`config.mk`:
```
export PLATFORM = sky130hd
export DESIGN_NAME = pulse_width_capture
export DESIGN_NICKNAME = d
export VERILOG_FILES = /design/src/hdl/pwc_pkg.sv /design/src/hdl/pwc_regs.sv /design/src/hdl/pwc_span.sv /design/src/hdl/pwc_round.sv /design/src/hdl/pulse_width_capture.sv
export SDC_FILE = /design/constraint.sdc
export NUM_CORES = 2
export LEC_CHECK = 0
export CORE_ASPECT_RATIO = 1.75
export CORE_UTILIZATION = 45
export CTS_BUF_LIST = sky130_fd_sc_hd__clkbuf_4 sky130_fd_sc_hd__clkbuf_8 sky130_fd_sc_hd__clkbuf_16
export CTS_CLUSTER_SIZE = 10
export DETAILED_ROUTE_END_ITERATION = 10
export DONT_BUFFER_PORTS = 1
export GPL_TIMING_DRIVEN = 0
export SYNTH_ARGS = -nofsm -noshare
export SYNTH_HDL_FRONTEND = slang
export SYNTH_SLANG_ARGS = --single-unit
```
`constraint.sdc`:
```
create_clock -name clk -period 9.5 [get_ports clk]
set_input_delay 0.475 -clock clk [delete_from_list [all_inputs] [get_ports clk]]
set_output_delay 0.475 -clock clk [all_outputs]
set_load 0.05 [all_outputs]
```
`src/hdl/pwc_pkg.sv`:
```
// Shared types and constants for the pulse width capture block.
package pwc_pkg;

	localparam int TIMER_BITS = 16;
	localparam int FRAC_BITS  = 24;
	localparam int CNT_W      = 16;
	localparam int SPAN_W     = 32;
	localparam int WIDTH_W    = 32;
	localparam int PROD_W     = SPAN_W + FRAC_BITS;
	localparam int ADDR_W     = 3;
	localparam int DATA_W     = 32;

	// register indexes (paddr[2])
	localparam logic REG_PULSE_COUNT = 1'b0;
	localparam logic REG_TICK_SCALE  = 1'b1;

	// event kinds on s_tuser
	localparam logic FUNC_OVERFLOW = 1'b0;
	localparam logic FUNC_EDGE     = 1'b1;

	localparam logic [CNT_W-1:0]     PULSE_COUNT_RST = CNT_W'(1);
	localparam logic [FRAC_BITS-1:0] TICK_SCALE_RST  = FRAC_BITS'(279620);
	localparam logic [CNT_W-1:0]     OVF_MAX         = {CNT_W{1'b1}};
	localparam logic [FRAC_BITS-1:0] FRAC_HALF       = FRAC_BITS'(1) << (FRAC_BITS - 1);

	typedef struct packed {
		logic [CNT_W-1:0]     pulse_count;
		logic [FRAC_BITS-1:0] tick_scale;
	} cfg_t;

endpackage

```
`src/hdl/pwc_regs.sv`:
```
// APB configuration registers: pulse_count and tick_scale.
module pwc_regs (
	input  logic                        clk,
	input  logic                        arst_n,
	input  logic                        psel,
	input  logic                        penable,
	input  logic                        pwrite,
	input  logic [pwc_pkg::ADDR_W-1:0]  paddr,
	input  logic [pwc_pkg::DATA_W-1:0]  pwdata,
	output logic [pwc_pkg::DATA_W-1:0]  prdata,
	output logic                        pready,
	output pwc_pkg::cfg_t               cfg
);

	logic [pwc_pkg::CNT_W-1:0]     pulse_count_q;
	logic [pwc_pkg::FRAC_BITS-1:0] tick_scale_q;
	logic                          wr_en;

	assign pready = 1'b1;
	assign wr_en  = psel && penable && pwrite && pready;

	always_ff @(posedge clk or negedge arst_n) begin
		if (!arst_n) begin
			pulse_count_q <= pwc_pkg::PULSE_COUNT_RST;
			tick_scale_q  <= pwc_pkg::TICK_SCALE_RST;
		end else if (wr_en) begin
			case (paddr[2])
				pwc_pkg::REG_PULSE_COUNT: pulse_count_q <= pwdata[pwc_pkg::CNT_W-1:0];
				pwc_pkg::REG_TICK_SCALE:  tick_scale_q  <= pwdata[pwc_pkg::FRAC_BITS-1:0];
				default: ;
			endcase
		end
	end

	always_comb begin
		case (paddr[2])
			pwc_pkg::REG_PULSE_COUNT: prdata = pwc_pkg::DATA_W'(pulse_count_q);
			pwc_pkg::REG_TICK_SCALE:  prdata = pwc_pkg::DATA_W'(tick_scale_q);
			default:                  prdata = '0;
		endcase
	end

	assign cfg.pulse_count = pulse_count_q;
	assign cfg.tick_scale  = tick_scale_q;

endmodule

```
`src/hdl/pwc_span.sv`:
```
// Front stage: overflow counter, previous capture and tick span per edge.
module pwc_span (
	input  logic                         clk,
	input  logic                         arst_n,
	input  logic                         advance,
	input  logic                         accept,
	input  logic                         func,
	input  logic [pwc_pkg::TIMER_BITS-1:0] capture_value,
	output logic                         edge_v_s1,
	output logic [pwc_pkg::SPAN_W-1:0]   span_s1
);

	logic [pwc_pkg::TIMER_BITS-1:0] prev_q;
	logic [pwc_pkg::CNT_W-1:0]      ovf_q;
	logic [pwc_pkg::SPAN_W-1:0]     base;
	logic [pwc_pkg::SPAN_W-1:0]     span;

	// base term: n periods, one period on wrap, else +1 for inclusive count
	always_comb begin
		if (ovf_q != '0)
			base = {ovf_q, {pwc_pkg::TIMER_BITS{1'b0}}};
		else if (capture_value <= prev_q)
			base = pwc_pkg::SPAN_W'(1) << pwc_pkg::TIMER_BITS;
		else
			base = pwc_pkg::SPAN_W'(1);
		span = base + pwc_pkg::SPAN_W'(capture_value) - pwc_pkg::SPAN_W'(prev_q);
	end

	always_ff @(posedge clk or negedge arst_n) begin
		if (!arst_n) begin
			prev_q    <= '0;
			ovf_q     <= '0;
			edge_v_s1 <= 1'b0;
		end else begin
			if (accept) begin
				if (func == pwc_pkg::FUNC_EDGE) begin
					prev_q <= capture_value;
					ovf_q  <= '0;
				end else if (ovf_q != pwc_pkg::OVF_MAX) begin
					ovf_q <= ovf_q + pwc_pkg::CNT_W'(1);
				end
			end
			if (advance)
				edge_v_s1 <= accept && (func == pwc_pkg::FUNC_EDGE);
		end
	end

	always_ff @(posedge clk) begin
		if (advance)
			span_s1 <= span;
	end

	a_edge_clears_ovf: assert property (@(posedge clk) disable iff (!arst_n)
		accept && (func == pwc_pkg::FUNC_EDGE) |=> ovf_q == '0)
		else $error("overflow count not cleared by edge");

	a_ovf_saturates: assert property (@(posedge clk) disable iff (!arst_n)
		accept && (func == pwc_pkg::FUNC_OVERFLOW) && (ovf_q == pwc_pkg::OVF_MAX)
		|=> ovf_q == pwc_pkg::OVF_MAX)
		else $error("overflow count wrapped");

	a_prev_follows_edge: assert property (@(posedge clk) disable iff (!arst_n)
		accept && (func == pwc_pkg::FUNC_EDGE) |=> prev_q == $past(capture_value))
		else $error("previous capture not updated");

endmodule

```
`src/hdl/pwc_round.sv`:
```
// Back stages: scale multiply, round to nearest, run tracking and result register.
module pwc_round (
	input  logic                        clk,
	input  logic                        arst_n,
	input  logic                        advance,
	input  pwc_pkg::cfg_t               cfg,
	input  logic                        edge_v_s1,
	input  logic [pwc_pkg::SPAN_W-1:0]  span_s1,
	output logic                        m_tvalid,
	output logic [pwc_pkg::WIDTH_W-1:0] m_tdata,
	output logic                        m_tuser,
	output logic                        m_tlast
);

	logic                          edge_v_s2;
	logic [pwc_pkg::PROD_W-1:0]    prod_s2;
	logic [pwc_pkg::CNT_W-1:0]     edges_q;
	logic                          valid_q;
	logic [pwc_pkg::WIDTH_W-1:0]   width_q;
	logic                          err_q;
	logic                          last_q;

	logic [pwc_pkg::WIDTH_W-1:0]   q_int;
	logic [pwc_pkg::FRAC_BITS-1:0] q_frac;
	logic                          round_up;
	logic [pwc_pkg::WIDTH_W-1:0]   width;
	logic                          err;
	logic [pwc_pkg::CNT_W-1:0]     target;
	logic                          fin;
	logic                          seed;

	always_ff @(posedge clk or negedge arst_n) begin
		if (!arst_n)
			edge_v_s2 <= 1'b0;
		else if (advance)
			edge_v_s2 <= edge_v_s1;
	end

	always_ff @(posedge clk) begin
		if (advance)
			prod_s2 <= pwc_pkg::PROD_W'(span_s1) * pwc_pkg::PROD_W'(cfg.tick_scale);
	end

	// ties round down; the top integer value absorbs a round-up
	always_comb begin
		q_int    = prod_s2[pwc_pkg::PROD_W-1:pwc_pkg::FRAC_BITS];
		q_frac   = prod_s2[pwc_pkg::FRAC_BITS-1:0];
		round_up = (q_frac > pwc_pkg::FRAC_HALF) && (q_int != '1);
		width    = q_int + pwc_pkg::WIDTH_W'(round_up);
		err      = (width == '0);
		target   = (cfg.pulse_count == '0) ? pwc_pkg::CNT_W'(1) : cfg.pulse_count;
		fin      = err || (edges_q >= target);
		seed     = (edges_q == '0);
	end

	always_ff @(posedge clk or negedge arst_n) begin
		if (!arst_n) begin
			edges_q <= '0;
			valid_q <= 1'b0;
		end else if (advance) begin
			valid_q <= edge_v_s2 && !seed;
			if (edge_v_s2) begin
				if (seed)
					edges_q <= pwc_pkg::CNT_W'(1);
				else if (fin)
					edges_q <= '0;
				else
					edges_q <= edges_q + pwc_pkg::CNT_W'(1);
			end
		end
	end

	always_ff @(posedge clk) begin
		if (advance) begin
			width_q <= width;
			err_q   <= err;
			last_q  <= fin;
		end
	end

	assign m_tvalid = valid_q;
	assign m_tdata  = width_q;
	assign m_tuser  = err_q;
	assign m_tlast  = last_q;

	a_err_is_last: assert property (@(posedge clk) disable iff (!arst_n)
		valid_q && err_q |-> last_q)
		else $error("error result not marked last");

	a_err_zero_width: assert property (@(posedge clk) disable iff (!arst_n)
		valid_q && err_q |-> width_q == '0)
		else $error("error result with nonzero width");

	a_seed_silent: assert property (@(posedge clk) disable iff (!arst_n)
		advance && edge_v_s2 && seed |=> !valid_q && edges_q == pwc_pkg::CNT_W'(1))
		else $error("seeding edge produced a result");

	a_last_restarts: assert property (@(posedge clk) disable iff (!arst_n)
		advance && edge_v_s2 && !seed && fin |=> edges_q == '0)
		else $error("run did not restart after last width");

endmodule

```
`src/hdl/pulse_width_capture.sv`:
```
// Top level of the pulse width capture block: streaming in/out, APB configuration.
// An accepted capture edge passes the span register, the product register and the result register in turn.
// Throughput: one event per cycle while the output is not stalled; the 32x24 scale multiply sits in its own stage.
// Overflow ticks and seeding edges give no result. A stalled output holds the whole pipe.
// Reset (arst_n low, asynchronous): run restarts, counters clear, registers take defaults.
module pulse_width_capture (
	input  logic                        clk,
	input  logic                        arst_n,
	// event stream in
	input  logic                        s_tvalid,
	output logic                        s_tready,
	input  logic [15:0]                 s_tdata,   // [15:0] capture_value
	input  logic                        s_tuser,   // [0] func: 0 overflow tick, 1 edge
	// width stream out
	output logic                        m_tvalid,
	input  logic                        m_tready,
	output logic [31:0]                 m_tdata,   // [31:0] width_us
	output logic                        m_tuser,   // [0] width_error
	output logic                        m_tlast,   // final width of run or error
	// configuration
	input  logic                        psel,
	input  logic                        penable,
	input  logic                        pwrite,
	input  logic [pwc_pkg::ADDR_W-1:0]  paddr,
	input  logic [pwc_pkg::DATA_W-1:0]  pwdata,
	output logic [pwc_pkg::DATA_W-1:0]  prdata,
	output logic                        pready
);

	pwc_pkg::cfg_t                cfg;
	logic                         advance;
	logic                         accept;
	logic                         edge_v_s1;
	logic [pwc_pkg::SPAN_W-1:0]   span_s1;

	// The pipe moves whenever the result register is empty or being drained,
	// so a new transfer is taken every cycle while the sink keeps up.
	assign advance  = !m_tvalid || m_tready;
	assign s_tready = advance;
	assign accept   = s_tvalid && s_tready;

	pwc_regs u_regs (
		.clk     (clk),
		.arst_n  (arst_n),
		.psel    (psel),
		.penable (penable),
		.pwrite  (pwrite),
		.paddr   (paddr),
		.pwdata  (pwdata),
		.prdata  (prdata),
		.pready  (pready),
		.cfg     (cfg)
	);

	// Stage 1: overflow counting and span against the previous capture.
	// Previous capture loads on every accepted edge; the overflow count steps on accepted overflow ticks
	// and clears on edges, independent of run position, so no feedback from later stages is needed.
	pwc_span u_span (
		.clk           (clk),
		.arst_n        (arst_n),
		.advance       (advance),
		.accept        (accept),
		.func          (s_tuser),
		.capture_value (s_tdata),
		.edge_v_s1     (edge_v_s1),
		.span_s1       (span_s1)
	);

	// Stages 2 and 3: multiply by tick_scale, round, then the run counter
	// decides seed / width / last / error and loads the result register.
	pwc_round u_round (
		.clk       (clk),
		.arst_n    (arst_n),
		.advance   (advance),
		.cfg       (cfg),
		.edge_v_s1 (edge_v_s1),
		.span_s1   (span_s1),
		.m_tvalid  (m_tvalid),
		.m_tdata   (m_tdata),
		.m_tuser   (m_tuser),
		.m_tlast   (m_tlast)
	);

endmodule

```
# After elaboration in Yosys (flattened, before gate mapping)

Cells that the tools add are included.

Input bits: 59
Output and inout port bits: 69
Bits in registers: 213

Equality and inequality tests: 2
Magnitude comparators: 3
Muxes and demuxes: 8
Add/subtract/negate cells: 5
Reductions and logical operators: 20
Multipliers: 1
Bitwise logic cells: 1

Operator list:

| kind                                                   | number |
|---|---|
| 2-to-1 mux 16 bit                                      | 5 |
| one-hot mux 32 bit (2 select lines)                    | 1 |
| multiplier 32 x 24 -> 56 bit                           | 1 |
| adder 16 x 1 -> 16 bit (second input constant)         | 2 |
| adder 32 x 1 -> 32 bit                                 | 1 |
| adder 32 x 16 -> 32 bit                                | 1 |
| logical NOT 16 bit                                     | 2 |
| logical NOT 32 bit                                     | 1 |
| 2-to-1 mux 32 bit                                      | 1 |
| inequality test 32 bit (second input constant)         | 1 |
| subtractor 32 x 16 -> 32 bit                           | 1 |
| greater-than comparator 24 bit (second input constant) | 1 |
| 2-to-1 mux 17 bit                                      | 1 |
| >= comparator 16 bit                                   | 1 |
| <= comparator 16 bit                                   | 1 |
| inequality test 16 bit (second input constant)         | 1 |
| nonzero test 16 bit                                    | 1 |
| AND reduction 2 bit                                    | 5 |
| logical AND 1 bit                                      | 6 |
| logical NOT 1 bit                                      | 2 |
| logical OR 1 bit                                       | 2 |
| nonzero test 2 bit                                     | 1 |
| NOT 1 bit                                              | 1 |

# Longest topological paths before layout

Depth after elaboration: 7
Depth in mapped cells: 28
Gate-level depth less buffers: 25

# Hierarchy

A second synthesis with hierarchy kept.

Cells, all modules: 3915
Area, all modules: 36964.2 um2

Modules (own cells, without submodules):

| module              | cells an instance | area each (um2) | instances |
|---|---|---|---|
| pwc_round           | 3264              | 30120.1         | 1 |
| pwc_span            | 526               | 4921.0          | 1 |
| pwc_regs            | 123               | 1900.6          | 1 |
| pulse_width_capture | 2                 | 22.5            | 1 |

# Worst setup path before layout

OpenSTA, ideal clock, no wires.

Path kind: reg-to-reg
From: register u_regs.tick_scale_q[3] (netlist name)
To: register u_round.prod_s2[51] (netlist name), data pin
Path slack: 2.630 ns
Data required time: 9.239 ns
Stages on the path, launching flop included: 27
Arrival time: 6.610 ns
Buffers on the path: 3
Cells stage by stage: dfrtp_1 > clkbuf_1 > clkbuf_1 > nand2_1 > fa_1 > inv_1 > fa_1 > inv_1 > fa_1 > fa_1 > fa_1 > inv_1 > fa_1 > inv_1 > fa_1 > inv_1 > ha_1 > buf_2 > o21ai_0 > nor2b_1 > o21ai_0 > nand3_1 > a31o_2 > a21oi_1 > nor2_1 > o21a_1 > o311a_1

Cells in the longest elaborated chain, start to end: 1

Ends and longest elaborated chain:

| element                      | line            | source |
|---|---|---|
| from (decl)                  | pwc_regs.sv:16  | `logic [pwc_pkg::FRAC_BITS-1:0] tick_scale_q;` |
| from (signal assigned)       | pwc_regs.sv:25  | `tick_scale_q <= pwc_pkg::TICK_SCALE_RST;` |
| from (signal assigned)       | pwc_regs.sv:29  | `pwc_pkg::REG_TICK_SCALE: tick_scale_q <= pwdata[pwc_pkg::FRAC_BITS-1:0];` |
| multiplier 32 x 24 -> 56 bit | pwc_round.sv:41 | `prod_s2 <= pwc_pkg::PROD_W'(span_s1) * pwc_pkg::PROD_W'(cfg.tick_scale);` |
| to (signal assigned)         | pwc_round.sv:41 |  |
| to (decl)                    | pwc_round.sv:16 | `logic [pwc_pkg::PROD_W-1:0] prod_s2;` |

No other way between the ends.
A chain may end at the register's enable or synchronous reset.

# Worst setup path in the final report

From: register u_regs.tick_scale_q[4] (netlist name)
To: register u_round.prod_s2[54] (netlist name), data pin

The elaborated chain is that of the path after synthesis.

==> metrics.txt <==
Cell Area, Synth=36700 um^2; fin util=0.485; Tcrit/Tclk final=0.962; GRT Util Overall=0.301; Setup TNS Final=0 ps; drt drc=0; Post-synth EDFFs=approximately 120; RSZ-0062 raised after global routing=no; CTS tree=done; worst min path class=in2reg; CP Capture Type=register; Min Hold Slack=30.3 ps; WL met3=slightly below 9 mm; Post-Syn Area per Cell=9.34 um^2; vias in the first global route=29800; die height=between 300 and 400 um; Vias/cell=roughly 5.5; most common cell in the netlist=inv_1; Yosys Warn Count=0; Worst path max stage delay=910 ps; startpoint types=register; initial antenna violation count=8; layout cells sized above 1=0.0337; synth unique cells=70; Hold Vio Cnt, Final=0; Yosys reg bits=213; hold-fix buffers at CTS=23; final setup violation count=0; Commonest cells post-synth=inv_1 (816), fa_1 (666), nand2_1 (480), and2_1 (430), ha_1 (266); worst slew pin tran=around 1400 ps; Sink Count=around 210; GR Overflow Total=0; num rows=138; Post-Syn Instances=slightly below 4000; Clk pin slew, worst setup/hold paths=60 ps; Die ar.=between 80000 and 90000 um^2; Slew headroom=0.0679; DP Wirelength=just under 100 mm; largest net degree at the start of global routing=~90; Vias=27800; Bufs on Longest Clock Path=3; Pre-antenna DRT Iters=7; Critical Path AT=between 9000 and 10000 ps; CP top delay family=adder cells; Layout area overhead=6.76%; met2 routed WL=between 60 and 70 mm; Initial Utilization=0.454; first-pass GRT wire length=approximately 180 mm; CTS root buf=clkbuf_16; crit path time final=roughly 9100 ps; Final nets=4977; number of I/O pins=between 100 and 150; Detail Route Antenna Nets=0; slowest CP cell=clkbuf_1; leading area contributor after synthesis=fa_1; Area contributors post-synth=fa_1 (36%), edfxtp_1 (10%), ha_1 (9.1%); Post-CTS Setup Inserts=0; worst reg2reg path depth=26; worst path required time=~9800 ps; core area=~80000 um^2; GPL Wtd Cong=roughly 1; clk_lat worst skew=600 ps; Seq/Total Area, Yosys=0.162; crit-path most repeated cell=fa_1; Post-synth ARST share=0.427; Worst Skew=about 37 ps; CP Max Fanout=10; post_cts resized=0; number of max-slew violations in the final report=0; initial DRC count=1698; Port-buffer cells=0; Top FF cell, synth=edfxtp_1; WP buf/inv=9; critical path type=reg2reg; Fill cells=7799; CTS buffer count=26; max cap viols=0; H-tree depth=1; WL met1=around 42 mm; Synth top area share=0.363; Routed Wire Length=approximately 120 mm; hold depth=1; drt wl/cell=between 20 and 25 um; Die Wd=roughly 220 um; Fmax=between 0.1 and 0.15 GHz; Levels on crit path=26; uppermost layer routed=met5; status=completed
## metrics by stage
step / cells / cell area (um^2) / setup slack [ps]
after floorplan: 3934 / 36700 / 2630
after global placement: 4984 / 38000 / 563
after detailed placement: 4985 / 38100 / 538
after CTS: 5056 / 39100 / 457
after global routing: 5058 / 39200 / 120
final: 5066 / 39200 / 362
## final timing paths
check / startpoint / end / slack [ps]
min reg2reg: u_span.edge_v_s1 / u_round.edge_v_s2 / 510
min in group asynchronous: arst_n / u_regs.tick_scale_q[1] / 430
max in group asynchronous: arst_n / u_span.ovf_q[12] / 8600
min: pwdata[4] / u_regs.pulse_count_q[4] / 30
max reg2reg: u_regs.tick_scale_q[4] / u_round.prod_s2[54] / 360
max: u_regs.tick_scale_q[4] / u_round.prod_s2[54] / 360
## metal layers
layer	GRT usage	vias up
met4	0.223	4
met5	0	-
li1	-	12200
met2	0.519	1244
met3	0.0599	423
met1	0.323	13900
## flip-flops by register name (all words and copies together) (netlist names), 16 cells and up
signal	cells
u_regs.pulse_count_q	16
u_regs.tick_scale_q	24
u_round.edges_q	16
u_round.m_tdata	32
u_round.prod_s2	56
u_span.ovf_q	16
u_span.prev_q	16
u_span.span_s1	32
## cell families (layout without fill, tap and decap cells)
family                   after synthesis  count (layout)  synth area share
adder cells (fa/ha/maj)              932             932             0.454
multiplexers                          48              48            0.0145
other                                  2              19          0.000205
buffers and inverters               1019            1091             0.106
AO/OA/AOI/OAI                        363             363            0.0631
AND/OR/NAND/NOR                     1223            1223             0.170
XOR/XNOR                             127             127            0.0303
flip-flops                           213             213             0.162
## cell type report
type,instances,area (um^2),share of cell area
antenna,10,25.0,0.000639
buffer,203,837,0.0214
clock buffer,45,806,0.0206
clock inverter,3,27.5,0.000703
inverter,816,3060,0.0782
multi-input combinational,2702,26900,0.686
sequential,213,5950,0.152
tap,1050,1310,0.0335
timing repair buffer,24,275,0.00703
## worst register-to-register path: stages (launching register included)
cell and delay [ps]:
dfrtp_1 320, clkbuf_1 700, clkbuf_1 910, nand2_1 210, fa_1 560, inv_1 60
fa_1 530, inv_1 70, fa_1 500, fa_1 410, inv_1 90, fa_1 460
fa_1 560, inv_1 50, fa_1 540, inv_1 70, ha_1 260, clkbuf_1 340
nand2_1 90, o21ai_0 240, inv_1 90, a21oi_1 430, o21ai_1 310, o31a_1 410
o311a_1 410, o21ai_1 160, xor2_1 80
## cell usage in the layout (no fill, tap or decap), types with 7 or more instances in the layout
cell type / instances
nor2_1: 87
o21ai_0: 71
xnor2_1: 96
fa_1: 666
conb_1: 9
nand3_1: 54
dfrtp_1: 85
buf_4: 14
a21oi_1: 95
and2_1: 430
a31oi_1: 26
a211oi_1: 7
nor2b_1: 12
edfxtp_1: 122
o21a_1: 9
o31ai_1: 8
nor3_1: 36
or3_1: 9
clkbuf_16: 26
mux2_2: 42
clkbuf_1: 179
and3_1: 21
o21bai_1: 22
nand4_1: 32
xor2_1: 31
dlygate4sd3_1: 22
nand2_1: 480
a41oi_1: 7
inv_1: 816
nand2b_1: 9
clkbuf_4: 17
diode_2: 10
a21o_1: 41
o21ai_1: 22
nor4_1: 23
ha_1: 266
Power is not shown: default switching activity piles up to over one toggle a cycle in this logic, so the estimate is an artifact.
